--- config.mk ---
export PLATFORM = sky130hd
export DESIGN_NAME = crie_out_queue
export DESIGN_NICKNAME = d
export VERILOG_FILES = /design/src/rtl/crie_pkg.sv /design/src/rtl/crie_out_queue.sv
export SDC_FILE = /design/constraint.sdc
export NUM_CORES = 1
export LEC_CHECK = 0
export ABC_AREA = 1
export ABC_CLOCK_PERIOD_IN_PS = 13500
export CORE_MARGIN = 2
export CORE_UTILIZATION = 40
export DETAILED_ROUTE_END_ITERATION = 8
export DONT_BUFFER_PORTS = 1
export MAX_ROUTING_LAYER = met4
export PLACE_DENSITY_LB_ADDON = 0.05
export SLEW_MARGIN = 30
export SYNTH_ARGS = -nofsm -noshare
export SYNTH_HDL_FRONTEND = slang
export SYNTH_SLANG_ARGS = --single-unit
--- constraint.sdc ---
create_clock -name clk -period 13.5 [get_ports clk]
set_clock_uncertainty 0.1 [all_clocks]
set_input_delay 0.675 -clock clk [delete_from_list [all_inputs] [get_ports clk]]
set_output_delay 0.675 -clock clk [all_outputs]
set_load 0.02 [all_outputs]
--- src/rtl/crie_pkg.sv ---
// crie_pkg: shared types, constants and helpers for the consecutive run interval encoder
// no dependencies
`timescale 1ns / 1ps

package crie_pkg;

  localparam int ValueW     = 64;
  localparam int IndexW     = 32;
  localparam int QueueDepth = 4;
  localparam int PtrW       = $clog2(QueueDepth);
  localparam int CountW     = $clog2(QueueDepth + 1);

  // one interval word as it leaves the block
  typedef struct packed {
    logic [ValueW-1:0] range_low;
    logic [ValueW-1:0] range_high;
    logic [IndexW-1:0] range_index;
    logic              final_range;
  } range_t;

  // up to two intervals raised by one accepted element, first slot fills first
  typedef struct packed {
    logic   valid0;
    logic   valid1;
    range_t r0;
    range_t r1;
  } range_pair_t;

  // order the run ends by direction: a falling run starts at its high end
  function automatic range_t make_range(input logic [ValueW-1:0] start,
                                        input logic [ValueW-1:0] prev,
                                        input logic              falling,
                                        input logic [IndexW-1:0] idx,
                                        input logic              last);
    range_t r;
    if (falling) begin
      r.range_low  = prev;
      r.range_high = start;
    end else begin
      r.range_low  = start;
      r.range_high = prev;
    end
    r.range_index = idx;
    r.final_range = last;
    return r;
  endfunction

endpackage

--- src/rtl/crie_out_queue.sv ---
// crie_out_queue: four-entry interval queue, takes up to two words, gives one per cycle while out_ready is high
// depends on crie_pkg
`timescale 1ns / 1ps

module crie_out_queue
  import crie_pkg::*;
(
  input  logic        clk,
  input  logic        rst,
  input  range_pair_t push,
  output logic        room,
  output logic        out_valid,
  input  logic        out_ready,
  output range_t      out_word
);

  range_t            entries [QueueDepth];
  logic [PtrW-1:0]   wr_ptr, wr_ptr_next;
  logic [PtrW-1:0]   rd_ptr, rd_ptr_next;
  logic [CountW-1:0] count, count_next;
  logic [CountW-1:0] push_n;
  logic              pop;

  // room for a worst case element, two intervals
  assign room      = (count <= CountW'(QueueDepth - 2));
  assign out_valid = (count != '0);
  assign out_word  = entries[rd_ptr];
  assign pop       = out_valid && out_ready;

  // pointer and fill bookkeeping
  always_comb begin
    push_n      = CountW'(push.valid0) + CountW'(push.valid1);
    wr_ptr_next = wr_ptr + PtrW'(push_n);
    rd_ptr_next = rd_ptr + PtrW'(pop);
    count_next  = count + push_n - CountW'(pop);
  end

  always_ff @(posedge clk) begin
    if (rst) begin
      wr_ptr <= '0;
      rd_ptr <= '0;
      count  <= '0;
    end else begin
      wr_ptr <= wr_ptr_next;
      rd_ptr <= rd_ptr_next;
      count  <= count_next;
    end
  end

  // entry storage
  always_ff @(posedge clk) begin
    if (push.valid0) begin
      entries[wr_ptr] <= push.r0;
    end
    if (push.valid1) begin
      entries[wr_ptr + PtrW'(1)] <= push.r1;
    end
  end

  a_no_overfill: assert property (@(posedge clk) disable iff (rst)
    count <= CountW'(QueueDepth))
    else $error("queue overfilled");

  a_pair_fits: assert property (@(posedge clk) disable iff (rst)
    push.valid1 |-> push.valid0 && room)
    else $error("interval pair pushed without room");

  a_idle_holds: assert property (@(posedge clk) disable iff (rst)
    !pop && !push.valid0 |=> count == $past(count) && rd_ptr == $past(rd_ptr))
    else $error("queue moved with no push or pop");

endmodule

==> results_dict.tcl <==
set metrics [dict create \
    netlist_instances 3528 \
    drt_pre_antenna_iters 5 \
    core-area_mm2 0.0805 \
    largest_net_degree_at_the_start_of_global_routing 237 \
    timing_hold_violations_final 0 \
    cts_tree "yes" \
    die_x_um 289 \
    mappedNetlistArea_mm2 0.0325 \
    area_delta_synth_final_pct 9.01 \
    critical_path.top_delay_family "buffers and inverters" \
    maximum_level_of_the_cts_h_tree 3 \
    time_the_worst_path_needs_with_i_o_delays_and_setup_ns 5.27 \
    vdd_ir_drop_max_uv 120 \
    power.share.sequential_pct 41.5 \
    port_buffers 0 \
    synthesis.yosys.warnings 0 \
    crit-reg2reg-capture "entries[2][51]" \
    tritoncts.num_buffers 76 \
    synth_cell_types 22 \
    clk-insertion-delay-late_ns 0.62 \
    hold_path_depth 3 \
    run_status "complete, no violations" \
    drtIter0Drc 1538 \
    critPathLaunch "rd_ptr[0]" \
    synthXorXnorAreaFrac_pct 0.0269 \
    clock_sinks 651 \
    global_route_wire_length_before_repair_um 135000 \
    swShare_pct 36.1 \
    critical_path_arrival_ns 4.50 \
    num_vias 23400 \
    area_of_the_multi_input_gates_mm2 0.0100 \
    grt_overflow 0 \
    boundaryPins 490 \
    cp_num_buf_inv 4 \
    post-route-cell-area_mm2 0.0355 \
    synth_compound_area_share_pct 18.7 \
    mux_share_of_post_synthesis_cell_area_pct 0 \
    synth_seq_area_share_pct 59.9 \
    setup.reg_to_reg.worst_slack_ns 9.72 \
    path_cells "buf_16 -> buf_6 -> buf_4 -> buf_4 -> a21oi_1 -> o21ai_0 -> nand2_1" \
    fp.dieArea_mm2 0.0836 \
    pwr-share-clk_pct 30.9 \
    wirelength_um 90600 \
    power.density_cell_area_mw_per_mm2 178 \
    fill_cells 7808 \
    maxCapViolCount 0 \
    timing.critical_path.slowest_stage_cell "buf_4" \
    critPathMostFrequentCell "buf_4" \
    detailedPlacementHpwl_um 54900 \
    slew-limit-headroom_pct 35.8 \
    setup_viol_count_final 0 \
    synth-seq-cells 651 \
    critical_path_peak_fanout 121 \
    synth.net_count 3862 \
    r2r.worst_path.cells 5 \
    clock_path_buffers 3 \
    rows 104 \
    root_buffer "clkbuf_16" \
    gp_congestion 0.823 \
    ant_nets 0 \
    placement.cell_area_mm2 0.0330 \
    die-height_um 289 \
    grt_pass1_vias 21500 \
    leakage_nw 14.5 \
    fin_nets 3734 \
    cts.clk_slew.worst_paths_ns 0.06 \
    setup.worst_path.class "flip-flop to primary output" \
    min-delay-start "rst" \
    post_drt_via_cell_ratio 5.18 \
    dominant_combinational_cell_family_by_area_after_synthesis "compound AO/OA/AOI/OAI gates" \
    combinational_share_of_power_pct 27.5 \
    worstReg2RegStart "wr_ptr[1]" \
    grt_antenna_before_repair 11 \
    timing_worst_slew_pin_value_ns 0.963 \
    grt_usage_pct 21.9 \
    synth_simple_gate_area_share_pct 11.5 \
    p_sw_w 0.00228 \
    crit_path_max_cell_delay_ns 0.78 \
    setup.worst_path.end_class "primary output" \
    post-cts-setup-buffer-count 0 \
    hold_path_end "wr_ptr[1]" \
    drt_drc_violations_left 0 \
    seq_area_mm2 0.0195 \
    slew_viols_final 0 \
    most-common-layout-cells "974 x nand2_1, 805 x o21ai_0, 644 x edfxtp_1" \
    max_freq_mhz 190 \
    routedWlPerCell_um 20.0 \
    worst_hold_path_type "input port to flip-flop" \
    critPathRequiredTime_ns 12.73 \
    cell_internal_pwr_w 0.00403 \
    start_util_pct 40.4 \
    grt_setup_unrepaired "false" \
    syn_area_per_cell_um2 9.22 \
    setup.worst_path.start_class "flip-flop" \
    post-route-period-util_pct 39.1 \
    final.setup.tns_ns 0 \
    layout_cells_sized_above_1_pct 4.17 \
    layout_commonest_cell "nand2_1" \
    synthesized_area_fraction_occupied_by_adder_cells_pct 0.292 \
]
==> final cells by class <==
cell class	instances	area share [%]
diodes	11	0.0776
multi-input cells	2131	28.3
clock buffers	98	5.72
well taps	1060	3.74
inverters	499	5.28
clock inverters	30	0.766
flip-flops and latches	651	55.0
repair buffers	41	1.18
==> metrics by stage <==
step / instances / setup WS (ns) / power (W) / hold slack, ns / util, %
after global routing: 4521 / 7.84 / 0.00666 / 0.113 / 44.0
after global placement: 4377 / 8.51 / 0.00439 / 0.497 / 41.0
after detailed placement: 4377 / 8.68 / 0.00442 / 0.523 / 41.0
after floorplan: 3528 / 0.0157 / 0.00410 / 0.475 / -
after CTS: 4506 / 7.99 / 0.00638 / 0.0624 / 43.8
final: 4521 / 8.23 / 0.00630 / 0.111 / 44.0
==> registers in the layout, summed over array words and instances, names as in the netlist <==
register / flops
wr_ptr: 2
count: 3
entries: 644
rd_ptr: 2
==> how the worst max path moves through the flow <==
stage	end	cells after the start
3_5_place_dp	out_word[70]	6
2_1_floorplan	entries[3][0]	2
5_1_grt	out_word[71]	7
3_3_place_gp	out_word[75]	6
4_1_cts	out_word[70]	6
6_report	out_word[70]	7
==> cells by family (layout without fill, tap and decap cells) <==
kind of cell	after synthesis	after routing
adders and majority gates	7	7
and+or+nand+nor	988	988
DFF	651	651
AOI/OAI and AO/OA	1135	1135
buffers and inverters	746	668
other	0	11
xor gates and xnor gates	1	1
==> power by group through the flow <==
stage	logic, W	clock network, W	registers [W]
after floorplan	0.00138	0	0.00271
after global routing	0.00194	0.00208	0.00264
final	0.00173	0.00195	0.00262
after CTS	0.00174	0.00200	0.00264
after detailed placement	0.00173	0	0.00269
after global placement	0.00171	0	0.00268
==> cells in the mapped netlist, drive strengths merged <==
cell type | n | share of area, %
nand3b | 1 | 0.023
a21boi | 1 | 0.023
dfxtp | 7 | 0.43
o31ai | 4 | 0.092
nor2 | 7 | 0.081
inv | 499 | 5.8
a21oi | 164 | 2.5
o21ai | 805 | 12
buf | 146 | 2.5
edfxtp | 644 | 59
xnor2 | 1 | 0.027
ha | 6 | 0.23
clkbuf | 101 | 1.3
nand2 | 974 | 11
fa | 1 | 0.062
nand3 | 6 | 0.15
o211ai | 161 | 3.7
==> metal layers <==
layer,part of all wire (%),routed length (µm),up-vias,global-route usage [%]
li1,-,-,11700,-
met1,40,35900,11000,25.5
met2,50,45000,634,36.4
met3,8.7,7850,121,6.61
met4,2.1,1930,0,6.15
met5,0,0,-,-
==> worst register-to-register path: stages, from the launching register on <==
cell and delay, ns:
dfxtp_1 0.59, inv_2 0.21, nand3_4 0.62, buf_4 0.85, buf_4 0.89, o21ai_0 0.23
==> timing repair <==
item                      4_1_cts  5_1_grt
hold buffers                    1        0
resized for setup               0        0
hold endpoints to repair        6        0
No activity file was read; power rests on OpenSTA's default activity.
