File: config.mk
export PLATFORM = sky130hd
export DESIGN_NAME = crie_run_tracker
export DESIGN_NICKNAME = d
export VERILOG_FILES = /design/src/rtl/crie_pkg.sv /design/src/rtl/crie_run_tracker.sv
export SDC_FILE = /design/constraint.sdc
export NUM_CORES = 1
export LEC_CHECK = 0
export ABC_AREA = 1
export BUFFER_PORTS_ARGS = -buffer_cell sky130_fd_sc_hd__buf_2
export CAP_MARGIN = 15
export CORE_UTILIZATION = 25
export DETAILED_ROUTE_END_ITERATION = 8
export MAX_ROUTING_LAYER = met4
export PLACE_DENSITY = 0.41
export SLEW_MARGIN = 20
export SYNTH_ARGS = -nofsm -noshare
export SYNTH_HDL_FRONTEND = slang
export SYNTH_SLANG_ARGS = --single-unit
File: constraint.sdc
create_clock -name clk -period 5.3 [get_ports clk]
set_input_delay 0.53 -clock clk [delete_from_list [all_inputs] [get_ports clk]]
set_output_delay 0.53 -clock clk [all_outputs]
set_load 0.01 [all_outputs]
File: src/rtl/crie_pkg.sv
// crie_pkg: shared types, constants and helpers for the consecutive run interval encoder
// no dependencies
`timescale 1ns / 1ps

package crie_pkg;

  localparam int ValueW     = 64;
  localparam int IndexW     = 32;
  localparam int QueueDepth = 4;
  localparam int PtrW       = $clog2(QueueDepth);
  localparam int CountW     = $clog2(QueueDepth + 1);

  // one interval word as it leaves the block
  typedef struct packed {
    logic [ValueW-1:0] range_low;
    logic [ValueW-1:0] range_high;
    logic [IndexW-1:0] range_index;
    logic              final_range;
  } range_t;

  // up to two intervals raised by one accepted element, first slot fills first
  typedef struct packed {
    logic   valid0;
    logic   valid1;
    range_t r0;
    range_t r1;
  } range_pair_t;

  // order the run ends by direction: a falling run starts at its high end
  function automatic range_t make_range(input logic [ValueW-1:0] start,
                                        input logic [ValueW-1:0] prev,
                                        input logic              falling,
                                        input logic [IndexW-1:0] idx,
                                        input logic              last);
    range_t r;
    if (falling) begin
      r.range_low  = prev;
      r.range_high = start;
    end else begin
      r.range_low  = start;
      r.range_high = prev;
    end
    r.range_index = idx;
    r.final_range = last;
    return r;
  endfunction

endpackage

File: src/rtl/crie_run_tracker.sv
// crie_run_tracker: run state registers and the interval decision for each element
// depends on crie_pkg
`timescale 1ns / 1ps

module crie_run_tracker
  import crie_pkg::*;
(
  input  logic              clk,
  input  logic              rst,
  input  logic              accept,
  input  logic [ValueW-1:0] value,
  input  logic              end_of_list,
  output range_pair_t       results
);

  logic [ValueW-1:0] run_start, run_start_next;
  logic [ValueW-1:0] previous_value, previous_value_next;
  logic              run_falling, run_falling_next;
  logic              direction_known, direction_known_next;
  logic              list_started, list_started_next;
  logic [IndexW-1:0] ranges_emitted, ranges_emitted_next;

  // state after the element is folded in, before the list end is applied
  logic [ValueW-1:0] mid_start, mid_prev;
  logic              mid_falling, mid_known;
  logic              up, down, brk;
  logic [IndexW-1:0] eol_index;
  range_t            brk_range, eol_range;

  // start, continue or break the open run
  always_comb begin
    up          = (value == previous_value + 64'd1);
    down        = (value == previous_value - 64'd1);
    mid_start   = run_start;
    mid_prev    = previous_value;
    mid_falling = run_falling;
    mid_known   = direction_known;
    brk         = 1'b0;
    priority if (!list_started) begin
      mid_start   = value;
      mid_prev    = value;
      mid_falling = 1'b0;
      mid_known   = 1'b0;
    end else if (up && (!direction_known || !run_falling)) begin
      mid_falling = 1'b0;
      mid_known   = 1'b1;
      mid_prev    = value;
    end else if (down && (!direction_known || run_falling)) begin
      mid_falling = 1'b1;
      mid_known   = 1'b1;
      mid_prev    = value;
    end else begin
      brk         = 1'b1;
      mid_start   = value;
      mid_prev    = value;
      mid_falling = 1'b0;
      mid_known   = 1'b0;
    end
  end

  // intervals for a broken run and for the list end
  always_comb begin
    brk_range = make_range(run_start, previous_value, run_falling && direction_known,
                           ranges_emitted, 1'b0);
    eol_index = ranges_emitted + {{(IndexW-1){1'b0}}, brk};
    eol_range = make_range(mid_start, mid_prev, mid_falling && mid_known,
                           eol_index, 1'b1);
    results.valid0 = accept && (brk || end_of_list);
    results.valid1 = accept && brk && end_of_list;
    results.r0     = brk ? brk_range : eol_range;
    results.r1     = eol_range;
  end

  // next state, list end returns everything to idle
  always_comb begin
    run_start_next       = run_start;
    previous_value_next  = previous_value;
    run_falling_next     = run_falling;
    direction_known_next = direction_known;
    list_started_next    = list_started;
    ranges_emitted_next  = ranges_emitted;
    if (accept) begin
      if (end_of_list) begin
        run_start_next       = '0;
        previous_value_next  = '0;
        run_falling_next     = 1'b0;
        direction_known_next = 1'b0;
        list_started_next    = 1'b0;
        ranges_emitted_next  = '0;
      end else begin
        run_start_next       = mid_start;
        previous_value_next  = mid_prev;
        run_falling_next     = mid_falling;
        direction_known_next = mid_known;
        list_started_next    = 1'b1;
        ranges_emitted_next  = eol_index;
      end
    end
  end

  always_ff @(posedge clk) begin
    if (rst) begin
      run_start       <= '0;
      previous_value  <= '0;
      run_falling     <= 1'b0;
      direction_known <= 1'b0;
      list_started    <= 1'b0;
      ranges_emitted  <= '0;
    end else begin
      run_start       <= run_start_next;
      previous_value  <= previous_value_next;
      run_falling     <= run_falling_next;
      direction_known <= direction_known_next;
      list_started    <= list_started_next;
      ranges_emitted  <= ranges_emitted_next;
    end
  end

  // second slot only with a break on the list end
  a_pair_order: assert property (@(posedge clk) disable iff (rst)
    results.valid1 |-> results.valid0 && !results.r0.final_range && results.r1.final_range)
    else $error("second interval without a closed first one");

  // list end clears the run state
  a_eol_clears: assert property (@(posedge clk) disable iff (rst)
    accept && end_of_list |=> !list_started && ranges_emitted == '0 && !direction_known)
    else $error("state not cleared after list end");

  // a known direction needs a list in progress
  a_known_started: assert property (@(posedge clk) disable iff (rst)
    direction_known |-> list_started)
    else $error("direction known with no open list");

endmodule

==> flow_summary.toml <==
[sta]
worst_pin_slew_ns = 0.940
rsz0062_at_grt = "yes"
max_freq_mhz = 188
setup_ws_ns = -0.0298
worst_hold_slack_ns = 0.301
hold_viol = 0
post-route-period-util_pct = 101
finalSetupTns_ns = -0.0298
min_period_ns = 5.33
setup_viol = 1
skew_ns = 0.0258
relSlewSlack_pct = 37.3
finalMaxSlewViolations = 0

[synth]
yosysUniqueCellTypes = 37
synth_top_area_cell = "nand2_1"
yosysWarnings = 0
syn_avg_cell_area_um2 = 5.28
ys_seq_elements = 163
syn-num-nets = 4107
syn_area_um2 = 21300
seq_area_frac_synth_pct = 15.3
netlist.area_leader.share_pct = 27.6
syn_inst = 4034
synthTopCellsByArea = "nand2_1, dfxtp_1, nand3_1"

[global_routing]
grt_pass1_wl_um = 166000
grt-ovfl-total = 0
antenna_found_initial = 3
grt_pass1_vias = 26020
grt_max_degree = 101
track_usage_pct = 26.2

[setup_path]
cp-start-kind = "flop"
critPathKind = "flop to primary output"
cp_slowest_cell = "dfxtp_4"
path_common_cell = "nand2_1"
r2r_start = "previous_value[0]"
max_stage_delay_ns = 0.38
r2r_slack_ns = 0.90
worstReg2RegEnd = "ranges_emitted[30]"
crit_required_ns = 4.77
crit_path_end_kind = "primary output"
cp_max_fo = 8
reg2reg_depth = 34
worst_ep_arrival_time_ns = 4.80

[final_layout]
drive_gt1_share_pct = 26.7
postLayoutCellArea_um2 = 29100
utilization_pct = 34.6
nets = 4727
area_delta_synth_final_pct = 36.5

[clock_network]
clock_latency_ns = 0.52
cts.sink_count = 163
cts-htree-levels = 4
hold_buffers = 0
cts_inserted_buffers = 17
root_buffer = "clkbuf_16"
clk_path_buf_depth = 2
clk_pin_slew_worst_paths_ns = 0.08
cts_tree = "built"

[status]
status = "finished, violations left"
violations = "setup timing"

[place]
gp_congestion = 1.06
dp_hpwl_um = 89300
port_buffers = 390
dpl-instance-area_um2 = 26800

[flow_run]
drv_cap = 0

[min_path]
hold_end = "previous_value[7]"
hp-class = "primary input to flop"
whs_path_depth = 3
min_from = "value[7]"

[power]
cellLeakagePower_nw = 14.4
irDropWorstVdd_uv = 196
powerDensity_nw_per_um2 = 156
total_power_mw = 4.53

[routing]
ant_nets = 0
drc = 0
drt_pass1_iterations = 5
vias_per_cell = 4.88
wl_per_cell_um = 19.5
dr_total_vias = 28308
finalWirelength_um = 113000
drtIter0Drc = 2180

[floorplan]
die_w_um = 294
die-area_um2 = 86300
core_um2 = 84000
num_rows = 106
initial_core_util_pct = 25.4
die-height_um = 294
pin_count = 392
## sequential cells by signal, summed over array words and instances (netlist names)
name / flops
run_falling: 1
list_started: 1
run_start: 64
direction_known: 1
previous_value: 64
ranges_emitted: 32
## metal layers
layer / global-route usage [%] / up-vias / routed length, um
li1: - / 14103 / -
met1: 35.2 / 13201 / 52400
met2: 41.5 / 902 / 52000
met3: 2.87 / 102 / 6220
met4: 7.06 / 0 / 2850
met5: - / - / 0
## timing repair
action                     CTS  global route
pin swaps                   36            66
setup endpoints to repair  154           155
buffers inserted            16            28
resized for setup          156           238
hold endpoints to repair     0             0
## kinds of logic (layout without fill, tap and decap cells)
group / after synthesis / count (layout) / share of synthesized area (%)
flops: 163 / 163 / 15.3
compound gates: 347 / 347 / 9.69
fa+ha+maj: 5 / 5 / 0.294
simple gates: 2810 / 2810 / 57.9
other cells: 1 / 4 / 0.0176
buf+inv: 598 / 1231 / 12.1
xor+xnor: 110 / 110 / 4.65
## cells in the mapped netlist (all sizes together)
cell type / n
xnor3: 2
xor2: 91
and2: 134
buf: 134
ha: 5
o211ai: 128
clkinv: 1
clkbuf: 115
nand2: 1574
or2: 3
o21ai: 53
and3: 2
nand3: 614
o21bai: 2
nor3: 19
dfxtp: 163
nor2: 397
nor3b: 1
nand3b: 13
nand4: 49
inv: 348
nor4: 4
conb: 1
xnor2: 17
a21oi: 164
## layout by cell type (no fill, tap or decap), types with 4 or more instances in the layout
master and n:
nand2_1 1486, nand3_1 535, buf_4 417, buf_2 384, inv_1 337, nor2_1 262, a21oi_1 164, dfxtp_1 142
and2_1 134, o211ai_1 128, xor2_1 80, nor2_2 76, nand2_2 75, nand3_2 70, nor2_4 58, nand4_1 49
o21ai_0 29, buf_6 28, buf_12 19, o21ai_1 18, clkbuf_16 18, xnor2_1 17, nor3_1 14, dfxtp_2 14
nand3b_1 13, nand2_4 12, xor2_2 11, nand3_4 9, dfxtp_4 7, inv_2 6, o21ai_2 6, nor3_4 5
clkinvlp_4 5, inv_4 4, ha_4 4, inv_8 4
## metrics by stage
| step | setup WS (ns) | instances |
|---|---|---|
| floorplan | 0.0741 | 4034 |
| global placement | -0.254 | 5727 |
| detailed placement | -0.208 | 5727 |
| CTS | -0.178 | 5775 |
| global route | -0.286 | 5804 |
| finish | -0.0298 | 5804 |
## layout make-up
class                      count  area [um2]
tap                         1134        1420
multi-input combinational   3273       16600
clock inverter                14         144
clock buffer                  18         450
sequential                   163        3310
fill                        9610       54900
inverter                     349        1330
timing repair buffer         850        5780
antenna                        3        7.51
## worst max-delay path by stage
stage,end,depth (start not counted),from,slack (ns)
2_1_floorplan,results[192],29,previous_value[0],0.07
3_3_place_gp,results[192],29,previous_value[22],-0.25
3_5_place_dp,results[192],34,previous_value[1],-0.21
4_1_cts,results[190],34,previous_value[1],-0.18
5_1_grt,results[191],30,previous_value[16],-0.29
6_report,results[186],35,previous_value[0],-0.03
## power by group
group          internal (mW)  switching [mW]  total [mW]
registers               1.26          0.0484        1.31
logic                  0.645            1.20        1.84
clock network          0.688           0.691        1.38
## critical path: cells and delay by family (launching register included)
kind	cells	cell delay, ns
AOI/OAI and AO/OA	1	0.11
xor gates and xnor gates	1	0.21
adders and majority gates	3	0.50
buffers and inverters	7	0.94
DFF	1	0.38
and+or+nand+nor	23	2.14
Note: power is estimated with default switching activity, not from simulation.
